--- src/sv/stable_priority_queue_macros.svh ---
// Assertion macros shared by the stable priority queue RTL.
// Depends on nothing; expects clk and rst_n in the scope of each use.
`ifndef STABLE_PRIORITY_QUEUE_MACROS_SVH
`define STABLE_PRIORITY_QUEUE_MACROS_SVH

// The consequent must hold in the same cycle as the antecedent.
`define SPQ_ASSERT_NOW(lbl, ante, cons, msg) \
  lbl: assert property (@(posedge clk) disable iff (!rst_n) (ante) |-> (cons)) \
    else $error(msg);

// The consequent must hold in the cycle after the antecedent.
`define SPQ_ASSERT_NEXT(lbl, ante, cons, msg) \
  lbl: assert property (@(posedge clk) disable iff (!rst_n) (ante) |=> (cons)) \
    else $error(msg);

`endif

--- src/sv/spq_pkg.sv ---
// Types and constants of the stable priority queue.
// Used by spq_ram and stable_priority_queue; depends on nothing.
`default_nettype none

package spq_pkg;

  localparam int DEPTH_DEF = 16;
  localparam int PRIO_W    = 16;
  localparam int TAG_W     = 16;
  localparam int OCC_W     = 5;
  localparam int ENTRY_W   = PRIO_W + TAG_W;

  typedef struct packed {
    logic signed [PRIO_W-1:0] prio;
    logic        [TAG_W-1:0]  tag;
  } entry_t;

  typedef enum logic [1:0] {
    STAT_INSERTED = 2'd0,
    STAT_SERVED   = 2'd1,
    STAT_EMPTY    = 2'd2,
    STAT_FULL     = 2'd3
  } status_t;

  typedef enum logic [2:0] {
    FSM_IDLE,
    FSM_SERVE,
    FSM_INS_STEP,
    FSM_INS_PUT,
    FSM_RESULT
  } fsm_t;

endpackage

`default_nettype wire

--- src/sv/spq_ram.sv ---
// Entry store of the stable priority queue: one write port, one registered read port.
// Depends on spq_pkg for the entry type.
`default_nettype none

module spq_ram #(
  parameter int DEPTH = spq_pkg::DEPTH_DEF,
  parameter int AW    = $clog2(DEPTH)
) (
  input  wire logic             clk,
  input  wire logic             rd_en,
  input  wire logic [AW-1:0]    rd_addr,
  output spq_pkg::entry_t       rd_data,
  input  wire logic             wr_en,
  input  wire logic [AW-1:0]    wr_addr,
  input  wire spq_pkg::entry_t  wr_data
);

  spq_pkg::entry_t mem [DEPTH];
  spq_pkg::entry_t rd_data_r;

  always_ff @(posedge clk) begin
    if (wr_en) begin
      mem[wr_addr] <= wr_data;
    end
  end

  always_ff @(posedge clk) begin
    if (rd_en) begin
      rd_data_r <= mem[rd_addr];
    end
  end

  assign rd_data = rd_data_r;

endmodule

`default_nettype wire

--- src/sv/stable_priority_queue.sv ---
// Top level of the stable priority queue: control sequencer around a circular entry store.
// Depends on spq_pkg, spq_ram and stable_priority_queue_macros.svh.
//
//   channel  direction  handshake          payload
//   in       input      in_valid/in_stall  in_kind, in_priority_req, in_item_tag
//   out      output     out_valid/out_stall out_status, out_priority, out_tag,
//                                          out_occupancy
//
// A serve passes through the serve and result states; an empty serve, a full insert and
// an insert into an empty queue go from idle straight to the result state. An insert moves
// each lower-priority entry up one place in a read-compare-write loop on the store.
// Reset clears state, count, head pointer and out_valid only; no clearing pass is run.
// A new request is taken while an earlier result waits under out_stall.
`default_nettype none
`include "stable_priority_queue_macros.svh"

module stable_priority_queue #(
  parameter int QUEUE_DEPTH = spq_pkg::DEPTH_DEF
) (
  input  wire logic                              clk,
  input  wire logic                              rst_n,
  input  wire logic                              in_valid,
  output logic                                   in_stall,
  input  wire logic                              in_kind,
  input  wire logic signed [spq_pkg::PRIO_W-1:0] in_priority_req,
  input  wire logic        [spq_pkg::TAG_W-1:0]  in_item_tag,
  output logic                                   out_valid,
  input  wire logic                              out_stall,
  output logic             [1:0]                 out_status,
  output logic signed [spq_pkg::PRIO_W-1:0]      out_priority,
  output logic        [spq_pkg::TAG_W-1:0]       out_tag,
  output logic        [spq_pkg::OCC_W-1:0]       out_occupancy
);

  localparam int AW = $clog2(QUEUE_DEPTH);
  localparam int CW = $clog2(QUEUE_DEPTH + 1);

  spq_pkg::fsm_t    state_r, state_nxt;
  logic [AW-1:0]    head_r, head_nxt;
  logic [CW-1:0]    count_r, count_nxt;
  logic [AW-1:0]    idx_r, idx_nxt;
  spq_pkg::entry_t  req_r, req_nxt;
  spq_pkg::status_t res_status_r, res_status_nxt;
  spq_pkg::entry_t  res_entry_r, res_entry_nxt;

  logic                        out_valid_r, out_valid_nxt;
  spq_pkg::status_t            out_status_r, out_status_nxt;
  spq_pkg::entry_t             out_entry_r, out_entry_nxt;
  logic [spq_pkg::OCC_W-1:0]   out_occ_r, out_occ_nxt;

  logic            rd_en;
  logic [AW-1:0]   rd_addr;
  spq_pkg::entry_t rd_data;
  logic            wr_en;
  logic [AW-1:0]   wr_addr;
  spq_pkg::entry_t wr_data;

  function automatic logic [AW-1:0] phys(input logic [AW-1:0] base, input logic [AW-1:0] off);
    logic [AW:0] s;
    s = {1'b0, base} + {1'b0, off};
    if (s >= (AW+1)'(QUEUE_DEPTH)) begin
      s = s - (AW+1)'(QUEUE_DEPTH);
    end
    return s[AW-1:0];
  endfunction

  spq_ram #(
    .DEPTH (QUEUE_DEPTH),
    .AW    (AW)
  ) u_ram (
    .clk     (clk),
    .rd_en   (rd_en),
    .rd_addr (rd_addr),
    .rd_data (rd_data),
    .wr_en   (wr_en),
    .wr_addr (wr_addr),
    .wr_data (wr_data)
  );

  always_ff @(posedge clk) begin
    if (!rst_n) begin
      state_r     <= spq_pkg::FSM_IDLE;
      head_r      <= '0;
      count_r     <= '0;
      out_valid_r <= 1'b0;
    end else begin
      state_r     <= state_nxt;
      head_r      <= head_nxt;
      count_r     <= count_nxt;
      out_valid_r <= out_valid_nxt;
    end
  end

  always_ff @(posedge clk) begin
    idx_r        <= idx_nxt;
    req_r        <= req_nxt;
    res_status_r <= res_status_nxt;
    res_entry_r  <= res_entry_nxt;
    out_status_r <= out_status_nxt;
    out_entry_r  <= out_entry_nxt;
    out_occ_r    <= out_occ_nxt;
  end

  always_comb begin
    state_nxt      = state_r;
    head_nxt       = head_r;
    count_nxt      = count_r;
    idx_nxt        = idx_r;
    req_nxt        = req_r;
    res_status_nxt = res_status_r;
    res_entry_nxt  = res_entry_r;
    out_valid_nxt  = out_valid_r && out_stall;
    out_status_nxt = out_status_r;
    out_entry_nxt  = out_entry_r;
    out_occ_nxt    = out_occ_r;
    rd_en          = 1'b0;
    rd_addr        = head_r;
    wr_en          = 1'b0;
    wr_addr        = head_r;
    wr_data        = req_r;

    unique case (state_r)
      spq_pkg::FSM_IDLE: begin
        if (in_valid) begin
          req_nxt       = '{prio: in_priority_req, tag: in_item_tag};
          res_entry_nxt = '0;
          if (in_kind) begin
            if (count_r == '0) begin
              res_status_nxt = spq_pkg::STAT_EMPTY;
              state_nxt      = spq_pkg::FSM_RESULT;
            end else begin
              rd_en     = 1'b1;
              rd_addr   = head_r;
              state_nxt = spq_pkg::FSM_SERVE;
            end
          end else if (count_r == CW'(QUEUE_DEPTH)) begin
            res_status_nxt = spq_pkg::STAT_FULL;
            state_nxt      = spq_pkg::FSM_RESULT;
          end else if (count_r == '0) begin
            wr_en          = 1'b1;
            wr_addr        = head_r;
            wr_data        = '{prio: in_priority_req, tag: in_item_tag};
            count_nxt      = count_r + CW'(1);
            res_status_nxt = spq_pkg::STAT_INSERTED;
            state_nxt      = spq_pkg::FSM_RESULT;
          end else begin
            idx_nxt   = AW'(count_r - CW'(1));
            rd_en     = 1'b1;
            rd_addr   = phys(head_r, AW'(count_r - CW'(1)));
            state_nxt = spq_pkg::FSM_INS_STEP;
          end
        end
      end
      spq_pkg::FSM_SERVE: begin
        res_status_nxt = spq_pkg::STAT_SERVED;
        res_entry_nxt  = rd_data;
        head_nxt       = phys(head_r, AW'(1));
        count_nxt      = count_r - CW'(1);
        state_nxt      = spq_pkg::FSM_RESULT;
      end
      spq_pkg::FSM_INS_STEP: begin
        wr_en   = 1'b1;
        wr_addr = phys(head_r, idx_r + AW'(1));
        if ($signed(rd_data.prio) >= $signed(req_r.prio)) begin
          wr_data        = req_r;
          count_nxt      = count_r + CW'(1);
          res_status_nxt = spq_pkg::STAT_INSERTED;
          state_nxt      = spq_pkg::FSM_RESULT;
        end else begin
          wr_data = rd_data;
          if (idx_r == '0) begin
            state_nxt = spq_pkg::FSM_INS_PUT;
          end else begin
            idx_nxt = idx_r - AW'(1);
            rd_en   = 1'b1;
            rd_addr = phys(head_r, idx_r - AW'(1));
          end
        end
      end
      spq_pkg::FSM_INS_PUT: begin
        wr_en          = 1'b1;
        wr_addr        = head_r;
        wr_data        = req_r;
        count_nxt      = count_r + CW'(1);
        res_status_nxt = spq_pkg::STAT_INSERTED;
        state_nxt      = spq_pkg::FSM_RESULT;
      end
      spq_pkg::FSM_RESULT: begin
        if (!out_valid_r || !out_stall) begin
          out_valid_nxt  = 1'b1;
          out_status_nxt = res_status_r;
          out_entry_nxt  = res_entry_r;
          out_occ_nxt    = spq_pkg::OCC_W'(count_r);
          state_nxt      = spq_pkg::FSM_IDLE;
        end
      end
      default: begin
        state_nxt = spq_pkg::FSM_IDLE;
      end
    endcase
  end

  assign in_stall      = (state_r != spq_pkg::FSM_IDLE);
  assign out_valid     = out_valid_r;
  assign out_status    = out_status_r;
  assign out_priority  = out_entry_r.prio;
  assign out_tag       = out_entry_r.tag;
  assign out_occupancy = out_occ_r;

  `SPQ_ASSERT_NOW(a_count_bound, 1'b1, count_r <= CW'(QUEUE_DEPTH), "Entry count beyond depth.")
  `SPQ_ASSERT_NOW(a_step_count, state_r == spq_pkg::FSM_INS_STEP,
                  (count_r != '0) && (count_r < CW'(QUEUE_DEPTH)), "Shift with bad count.")
  `SPQ_ASSERT_NOW(a_out_origin, out_valid_r && !$past(out_valid_r && out_stall),
                  $past(state_r) == spq_pkg::FSM_RESULT, "Result not from result state.")
  `SPQ_ASSERT_NOW(a_empty_occ, out_valid_r && (out_status_r == spq_pkg::STAT_EMPTY),
                  out_occ_r == '0, "Empty status with entries held.")
  `SPQ_ASSERT_NEXT(a_serve_count, state_r == spq_pkg::FSM_SERVE,
                   count_r == $past(count_r) - CW'(1), "Serve did not drop the count.")

endmodule

`default_nettype wire

--- config.mk ---
export PLATFORM = sky130hd
export DESIGN_NAME = stable_priority_queue
export DESIGN_NICKNAME = d
export VERILOG_FILES = /design/src/sv/spq_pkg.sv /design/src/sv/spq_ram.sv /design/src/sv/stable_priority_queue.sv
export VERILOG_INCLUDE_DIRS = /design/src /design/src/sv
export SDC_FILE = /design/constraint.sdc
export NUM_CORES = 1
export LEC_CHECK = 0
export BUFFER_PORTS_ARGS = -buffer_cell sky130_fd_sc_hd__buf_2
export CAP_MARGIN = 25
export CORE_UTILIZATION = 62
export CTS_CLUSTER_SIZE = 12
export DETAILED_ROUTE_END_ITERATION = 16
export GPL_TIMING_DRIVEN = 0
export PLACE_DENSITY = 0.78
export SYNTH_ARGS = -nofsm -noshare
export SYNTH_HDL_FRONTEND = slang
export SYNTH_SLANG_ARGS = --single-unit
--- constraint.sdc ---
create_clock -name clk -period 7.75 [get_ports clk]
set_input_delay 1.1625 -clock clk [delete_from_list [all_inputs] [get_ports clk]]
set_output_delay 1.1625 -clock clk [all_outputs]
set_load 0.05 [all_outputs]
; Word-level counts from Yosys, hierarchy flattened
; Memory sizes are Yosys's and may differ from the RTL's. A register that Yosys moved wholly into a read port is not among the register bits.
; Cells that the tools add are included.
; Widths: inputs -> output; s select.
[totals]
regBits = 122
latch_bits = 0
mem_bits_rw = 512
mem_bits_ro = 0
in_bits = 37
out_inout_bits = 41
word_cells = 134
n_memories = 1
[classes]
n_addsub = 12
mul = 0
div = 0
order_cmp = 5
eq_ne = 17
shifts = 0
mux = 65
bitwise_logic = 0
n_reduce_logical = 20
[memory_table]
columns = name, words, word_bits, read_ports, rd_ports_with_merged_regs, write_ports, line_no
row1 = u_ram.mem, 16, 32, 1, 1, 1, spq_ram.sv:18  ; spq_pkg::entry_t mem [DEPTH];
[op_table]
columns = operator, count
row1 = $mux 32, 6
row2 = $pmux 32 s2, 2
row3 = $mux 4, 17
row4 = $mux 5, 5
row5 = $mux 3, 8
row6 = $ge 5x5->1 const B, 4
row7 = $pmux 5 s4, 1
row8 = $sub 4x1->4 const B, 5
row9 = $ne 2x2->1 const B, 9
row10 = $ge 16x16->1, 1
row11 = $pmux 4 s2, 2
row12 = $add 4x4->5, 3
row13 = $mux 1, 14
row14 = $mux 2, 6
row15 = $pmux 3 s4, 1
row16 = $ne 3x3->1 const B, 3
row17 = $pmux 2 s4, 1
row18 = $reduce_and 7->1, 1
row19 = $eq 3x2->1 const B, 2
row20 = $reduce_and 2->1, 3
row21 = $reduce_and 6->1, 1
row22 = $add 4x1->5 const B, 1
row23 = $add 5x1->5 const B, 1
row24 = $eq 5x5->1 const B, 1
row25 = 17 further kinds, 21

; Longest topological paths before layout
; Gate-level depths: netlist (run 1).
[logic_depth]
word_depth = 9
ltp_mapped = 16
mapped_depth_nobuf = 14

; Hierarchy
; Synthesis (run 1) repeated with hierarchy kept, for this count alone.
[hier_totals]
cells_unflattened = 1299
hier_area_um2 = 26057.5
[by_module_without_submodules]
columns = module, n_inst, cells_per_inst, area_per_inst_um2, seq_area_each_um2
row1 = spq_ram, 1, 838, 20155.6, 16335.7
row2 = stable_priority_queue, 1, 461, 5901.9, 3533.4

; Worst setup path after synthesis (run 1)
; OpenSTA, ideal clock, no wires.
[synth_path]
kind = input -> register
from = input port in_kind
to = memory u_ram.mem[3][0] (netlist name), enable pin
setup_time_ns = 0.421
arrival_ns = 3.506
t_required_ns = 7.329
slack_ns = 3.823
path_stages = 8
path_buffers = 0
path_cell_list = nand2b_1 -> nor3_1 -> nand3b_1 -> a21oi_1 -> a31oi_1 -> nor2_1 -> nand2_1 -> nor2_1
[synth_between]
elab_chain_len = 5
[synth_lines]
columns = element, line_no
row1 = from (decl), stable_priority_queue.sv:24  ; input wire logic in_kind,
row2 = $mux 1, stable_priority_queue.sv:127  ; if (in_kind) begin
row3 = $mux 1, stable_priority_queue.sv:124  ; if (in_valid) begin
row4 = $pmux 1 s2, stable_priority_queue.sv:122  ; unique case (state_r)
row5 = $mux 1, spq_ram.sv:22  ; if (wr_en) begin
row6 = $mux 1 (not written as such), spq_ram.sv:23  ; mem[wr_addr] <= wr_data;
row7 = to (decl), spq_ram.sv:18
; No other way between the ends.

; Worst setup path in the final report (run 1)
[layout_path]
from = register, netlist name u_ram.rd_data[31]
to = register, netlist name u_ram.rd_data[19]
[layout_between]
elab_chain_len = 3
elab_cells_between_ends = 5
cone_classes = 1 x order compare / 4 x mux
[layout_lines]
columns = element, line_no
row1 = $ge 16x16->1 *, stable_priority_queue.sv:164  ; if ($signed(rd_data.prio) >= $signed(req_r.prio)) begin
row2 = $mux 4 / $mux 1 (equally long branches), stable_priority_queue.sv:164
row3 = $pmux 4 s2 / $pmux 1 s2 (equally long branches), stable_priority_queue.sv:122
; Mark *: on every way between the ends. The rest lies on a longest branch, timed or not.
; A chain may end at the register's enable or synchronous reset.

==> key figures, run 1 <==
CTS
  • Post-CTS Hold Buffers: 0
  • Cts repair resizes: 0
  • Worst skew pair latency: 600 ps
  • CTS H-Tree Depth: 3
  • Max Root-Sink Buffers: 3
  • TritonCTS clock tree: yes
  • CTS Buf Count: 69
  • Sink Count: 666
  • CTS clk-pin slew, worst paths: 60 ps
  • Clk root buf: clkbuf_16
  • # Post-CTS Setup Buffers: 0

Synthesis
  • Mean Syn Cell Area: 14.72 sq um
  • Most frequent cell after synthesis: edfxtp_1
  • Synthesized area: 27350 sq um
  • Top cells by area, synth: edfxtp_1, a211oi_1, and3_1
  • Mapped Nets: 1927
  • Top FF cell, synth: edfxtp_1
  • Library cells used by synthesis: 59
  • Cells after synthesis: 1858
  • Async set or reset register ratio after synthesis: 0
  • Area share of the largest cell type after synthesis: 0.7169
  • Cell taking the most area after synthesis: edfxtp_1
  • EDFF count, synth: 653
  • Ys Warns: 0
  • Flops & latches, synth: 666
  • Register area share after synthesis: 0.7264
  • Commonest cells in the netlist: edfxtp_1, a211oi_1, nand2_1

Floorplanning
  • I/O pin cnt: 78
  • Die Wd: 212.0 um
  • FP Rows: 76
  • Die area: 44960 sq um
  • Core area: 43270 sq um
  • Die Y: 212.0 um
  • Initial core utilization: 0.6322

Route
  • DRC Markers: 0
  • Detailed Routing Iterations Pass 1: 9
  • Routed wire per std cell: 27.61 um
  • Final ANT Viol Nets: 0
  • Routed vias: 17900
  • Routed vias/inst: 6.770
  • Number of DRC markers in iteration 0: 2417
  • WL final: 73.01 mm

Global routing
  • Initial antenna violation count: 2
  • Total GRT Usage: 0.3305
  • Largest net degree at the start of global routing: 35
  • GRT Residual Overflow: 0
  • Global-route wire length before repair: 107.7 mm
  • Vias in the first global route: 17850

Setup path
  • Type of origin of the critical path: register
  • Worst EP arrival: 5430 ps
  • Crit. End Element: register
  • Crit path kind: register to register
  • Crit-path max FO: 10
  • Req. time, crit path: 8170 ps

Final layout
  • Share of cells above drive strength 1: 0.1316
  • Fin cells: 2644
  • Synthesis-to-finish area growth: 13.84%
  • Net count, final: 2096
  • Fillers: 2589
  • Antenna diodes: 0

Min path
  • Hold Path Class: register to register

Placement
  • Placed cells: 2540
  • Port bufs: 77
  • Placer Congestion: 0.9503
  • DP Wirelength: 50.22 mm

Power
  • Power share of the clock group: 0.267
  • Worst vdd ir: 0.2509 mV
  • Net Sw Power: 4.003 mW
  • Gate power share: 0.306
  • P_int: 7.452 mW
  • Power per Cell Area: 367.9 nW/um^2
  • Sequential Power Share: 0.427
  • Leakage power: 10.49 nW
  • Switching part of the total: 0.3495

Timing
  • Max frequency: 0.1996 GHz
  • Slew margin rel.: 0.3239
  • Setup Skew: 17.13 ps
  • Setup TNS Final: 0 ps
  • Count of final setup violators: 0
  • Max Slew Vio Count: 0
  • Final Critical Period: 5010 ps
  • Final-report hold violation count: 0
  • Final Cycle Share: 0.6465
  • Worst-margin pin slew: 1009 ps
  • Unrepaired setup endpoints after global routing: false

Job
  • Max cap viols: 0

Status
  • Status: complete, no violations
-- sequential cells by signal, summed over array words and instances, names as in the netlist, 3 cells and up --
register and count:
req_r 32, out_priority 16, u_ram.rd_data 32, state_r 3, out_tag 16, idx_r 4, head_r 4, count_r 5
u_ram.mem 512, out_occupancy 5, res_entry_r 32
-- path summary, 6_finish.rpt --
path / startpoint / end / slack, ps / depth (start not counted)
setup / recovery: u_ram.rd_data[31] / u_ram.rd_data[19] / 2740 / 13
setup reg to reg: u_ram.rd_data[31] / u_ram.rd_data[19] / 2740 / 13
hold / removal: res_entry_r[28] / out_priority[12] / 420 / 0
hold reg to reg: res_entry_r[28] / out_priority[12] / 420 / 0
-- critical path, cell delays in order (launching register included) --
cell	delay, ps
edfxtp_1	450
ha_1	400
nand4_1	200
nor4_2	560
nor3_1	120
nand3_1	150
nand2_1	90
a31oi_1	470
and2_1	200
clkbuf_1	710
clkbuf_1	520
nand2_1	150
a311oi_1	490
or4_1	300
-- per-layer routing --
layer / wire [um] / up-vias / global-route usage / share of wire
met2: 34620 / 1292 / 0.5302 / 0.47
met1: 26530 / 8724 / 0.4227 / 0.36
li1: - / 7642 / - / -
met5: 13 / - / 0 / 0.00018
met4: 3163 / 2 / 0.1584 / 0.043
met3: 8680 / 239 / 0.08538 / 0.12
-- layout make-up --
class	count	area, sq um	share of cell area
repair buffers	98	895.9	0.02877
flip-flops and latches	666	19870	0.6381
well taps	585	732.0	0.02351
multi-input cells	990	6777	0.2176
clock inverters	17	127.6	0.004099
plain buffers	141	623.1	0.02001
inverters	61	229.0	0.007353
clock buffers	86	1886	0.06055
-- power by group through the flow --
stage / Combinational (mW) / Clock, mW / Sequential, mW
2_1_floorplan: 1.91 / 0 / 5.13
3_3_place_gp: 3.14 / 0 / 4.96
3_5_place_dp: 3.36 / 0 / 4.96
4_1_cts: 3.39 / 3.07 / 4.89
5_1_grt: 3.67 / 3.21 / 4.92
6_report: 3.50 / 3.06 / 4.89
-- cell families after synthesis --
family | after synthesis | share of synthesized area
flops | 666 | 0.7264
simple gates | 546 | 0.1017
xor+xnor | 20 | 0.006404
compound gates | 385 | 0.1163
mux | 7 | 0.002562
buf+inv | 202 | 0.03115
fa+ha+maj | 32 | 0.01546
-- cell usage in the layout, fill, tap and decap left out, types with 10 or more instances in the layout --
cell type | Yosys | final
nand2_1 | 162 | 162
or4_1 | 32 | 32
clkbuf_1 | 104 | 116
a222oi_1 | 32 | 32
and2_1 | 39 | 39
dfxtp_1 | 13 | 13
a311oi_1 | 64 | 64
a21oi_1 | 20 | 19
o21ai_0 | 11 | 11
ha_1 | 29 | 29
a211oi_1 | 162 | 162
buf_2 | 21 | 99
and3_1 | 128 | 128
nor2_4 | 0 | 16
o31ai_2 | 27 | 27
buf_16 | 0 | 14
inv_1 | 60 | 60
a2111oi_0 | 32 | 32
clkbuf_16 | 0 | 73
nor2_1 | 104 | 88
xnor2_1 | 13 | 13
nor3_1 | 40 | 40
clkinv_1 | 1 | 10
edfxtp_1 | 653 | 653
-- stage by stage --
stage	utilization	hold slack, ps	power [mW]	worst slack (ps)	cell area (sq um)
2_1_floorplan	-	400.3	7.045	3823	27350
3_3_place_gp	0.6580	400.4	8.106	2148	28470
3_5_place_dp	0.6730	404.5	8.318	2714	29120
4_1_cts	0.7196	418.0	11.34	2856	31130
5_1_grt	0.7197	420.8	11.80	2507	31140
6_report	0.7197	416.3	11.46	2740	31140
Note: power is estimated with default switching activity, not from simulation.
==> run 2: changes to the inputs <==
--- a/config.mk
+++ b/config.mk
@@ -6,6 +6,7 @@
 export SDC_FILE = /design/constraint.sdc
 export NUM_CORES = 1
 export LEC_CHECK = 0
+export ABC_AREA = 1
 export BUFFER_PORTS_ARGS = -buffer_cell sky130_fd_sc_hd__buf_2
 export CAP_MARGIN = 25
 export CORE_UTILIZATION = 62
==> constraint.sdc (replaced) <==
create_clock -name clk -period 5.25 [get_ports clk]
set_input_delay 0.7875 -clock clk [delete_from_list [all_inputs] [get_ports clk]]
set_output_delay 0.7875 -clock clk [all_outputs]
set_load 0.05 [all_outputs]
==> run 2 against run 1 <==
Clock skew is 18 ps higher. Sequential share of layout area down 5.1 points. Synthesized area up 8.9%. Cell count is 35% higher. First-iteration DRC count increased by 17%. Largest cell class unchanged.
==> key figures, run 2 <==
Synthesis
  • Mapped Nets: 2803 (+45%)
  • Top cells by area, synth: edfxtp_1, nand3_1, nand2_1
  • Cell taking the most area after synthesis: edfxtp_1
  • Mean Syn Cell Area: 10.89 sq um (-26%)
  • Async set or reset register ratio after synthesis: 0 (unchanged)
  • Synthesized area: 29770 sq um (+8.9%)
  • Commonest cells in the netlist: edfxtp_1, nand3_1, nand2_1
  • Top FF cell, synth: edfxtp_1
  • Ys Warns: 0 (unchanged)
  • Register area share after synthesis: 0.6673 (-0.05907)
  • Area share of the largest cell type after synthesis: 0.6586 (-0.05830)
  • Library cells used by synthesis: 38 (-36%)
  • EDFF count, synth: 653 (unchanged)
  • Flops & latches, synth: 666 (unchanged)
  • Most frequent cell after synthesis: edfxtp_1
  • Cells after synthesis: 2734 (+47%)

Timing
  • Slew margin rel.: 0.1529 (-0.1709)
  • Final Critical Period: 4115 ps (-895.2 ps)
  • Max frequency: 0.2430 GHz (+22%)
  • Worst-margin pin slew: 1271 ps (+261.9 ps)
  • Final-report hold violation count: 0 (unchanged)
  • Unrepaired setup endpoints after global routing: false
  • Count of final setup violators: 0 (unchanged)
  • Max Slew Vio Count: 0 (unchanged)
  • Setup Skew: 35.40 ps (+18.28 ps)
  • Setup TNS Final: 0 ps (unchanged)
  • Final Cycle Share: 0.7838 (+0.1373)

Route
  • Detailed Routing Iterations Pass 1: 6 (-3)
  • Number of DRC markers in iteration 0: 2834 (+17%)
  • Final ANT Viol Nets: 0 (unchanged)
  • WL final: 80.32 mm (+10%)
  • Routed vias/inst: 6.048 (-11%)
  • Routed wire per std cell: 22.51 um (-18%)
  • Routed vias: 21590 (+21%)
  • DRC Markers: 0 (unchanged)

Floorplanning
  • Core area: 46950 sq um (+8.5%)
  • FP Rows: 79 (+3.9%)
  • I/O pin cnt: 78 (unchanged)
  • Initial core utilization: 0.6341 (+0.001951)
  • Die Wd: 221.1 um (+4.3%)
  • Die area: 48900 sq um (+8.8%)
  • Die Y: 221.1 um (+4.3%)

Final layout
  • FF/Latch Area: 19870 sq um (unchanged)
  • Most frequent cells in the layout: edfxtp_1, nand3_1, nand2_1
  • Share of cells above drive strength 1: 0.1280 (-0.003663)
  • Design area: 33860 sq um (+8.7%)
  • Net count, final: 2990 (+43%)
  • Most common cell after layout, fill and taps aside: edfxtp_1
  • Synthesis-to-finish area growth: 13.71%
  • Fillers: 3077 (+19%)
  • Antenna diodes: 0 (unchanged)
  • Max FFs per register: 512 (unchanged)
  • Biggest register: u_ram.mem
  • Post-layout util: 0.7211 (+0.001400)
  • Multi-input logic area: 7610 sq um (+12%)

Setup path
  • Crit. End Element: register
  • R2r setup slk: 1130 ps (-1600 ps)
  • Crit path kind: register to register
  • Worst EP arrival: 4390 ps (-1040 ps)
  • Req. time, crit path: 5530 ps (-2640 ps)
  • FF-to-FF path depth: 12 (-1)
  • Reg-to-reg critical path endpoint: u_ram.mem[1][6]
  • Worst R2R Start: u_ram.rd_data[31]
  • Crit-path max FO: 16 (+6)
  • Type of origin of the critical path: register

Placement
  • Area after DPL: 31760 sq um (+9.1%)
  • Port bufs: 77 (unchanged)
  • Placer Congestion: 0.9030 (-5.0%)
  • DP Wirelength: 56.30 mm (+12%)

Min path
  • HP Start: in_item_tag[6]
  • Hold path cells: 1 (+1)
  • Hold Path Class: primary input to register
  • Hold Path Sink: req_r[6]

CTS
  • Sink Count: 666 (unchanged)
  • CTS H-Tree Depth: 3 (unchanged)
  • Max Root-Sink Buffers: 3 (unchanged)
  • CTS clk-pin slew, worst paths: 60 ps (about the same)
  • Cts repair resizes: 0 (unchanged)
  • CTS Buf Count: 69 (unchanged)
  • TritonCTS clock tree: yes
  • Clk root buf: clkbuf_16
  • # Post-CTS Setup Buffers: 0 (unchanged)
  • Worst skew pair latency: 620 ps (+20 ps)
  • Post-CTS Hold Buffers: 0 (unchanged)

Global routing
  • Largest net degree at the start of global routing: 33 (-5.7%)
  • Vias in the first global route: 21000 (+18%)
  • Global-route wire length before repair: 120.9 mm (+12%)
  • Initial antenna violation count: 2 (unchanged)
  • GRT Residual Overflow: 0 (unchanged)
  • Total GRT Usage: 0.3306 (about the same)

Job
  • Max cap viols: 0 (unchanged)

Status
  • Status: complete, no violations
-- run 2: changes by cell type in the layout (fill, tap and decap cells not counted), moves of 49 or more --
cell,change
a211oi_1,-156
a311oi_1,-49
and3_1,-128
buf_2,+78
clkbuf_1,-74
inv_1,+394
nand2_1,+305
nand3_1,+609
nand3b_1,+95
-- run 2: cells by family after synthesis --
logic type | share of synthesized area
simple gates | 0.2042
flops | 0.6673
buf+inv | 0.08552
compound gates | 0.02521
fa+ha+maj | 0.01420
xor+xnor | 0.003530
-- run 2: through the flow --
| stage | setup slack, ps | hold WS (ps) | std cells |
|---|---|---|---|
| 2_1_floorplan | 639.3 | 400.3 | 2734 |
| 3_3_place_gp | -1023 | 400.5 | 3418 |
| 3_5_place_dp | 1036 | 404.5 | 3453 |
| 4_1_cts | 1012 | 345.3 | 3565 |
| 5_1_grt | 994.8 | 347.5 | 3569 |
| 6_report | 1135 | 366.2 | 3569 |
-- run 2: final cells by class --
class / count / share of cell area
Sequential cell: 666 / 0.5869
Multi-Input combinational cell: 1453 / 0.2248
Clock buffer: 95 / 0.05702
Inverter: 460 / 0.05100
Timing Repair Buffer: 116 / 0.02997
Buffer: 155 / 0.02421
Tap cell: 607 / 0.02243
Clock inverter: 17 / 0.003733
-- run 2: critical path, stage by stage (launching register included) --
cell and delay [ps]:
edfxtp_1 420, ha_1 370, nand2_1 90, inv_2 60
nand3_1 80, nor2_1 170, nand3_1 240, nand3_2 200
nand2_1 120, o21ai_1 350, clkbuf_1 670, nand2_1 200
a41oi_2 800
-- run 2: per-layer routing --
layer / part of all wire / wire length [um] / GRT usage
met1: 0.37 / 29430 / 0.4283
met2: 0.48 / 38480 / 0.5416
met3: 0.11 / 9094 / 0.07157
met4: 0.041 / 3318 / 0.1426
met5: 0.000087 / 7 / 0
-- run 2: worst max path at each step --
stage / slack, ps / to / cells past startpoint / start
6_report: 1130 / u_ram.mem[1][6] / 12 / u_ram.rd_data[31]
3_5_place_dp: 1040 / u_ram.mem[12][31] / 12 / u_ram.rd_data[31]
3_3_place_gp: -1020 / u_ram.rd_data[27] / 5 / in_valid
2_1_floorplan: 640 / u_ram.rd_data[0] / 5 / state_r[0]
5_1_grt: 990 / u_ram.mem[13][28] / 12 / u_ram.rd_data[31]
4_1_cts: 1010 / u_ram.mem[12][31] / 12 / u_ram.rd_data[31]
Power of run 2 is not shown: default switching activity piles up to over one toggle a cycle in this logic, so the estimate is an artifact.
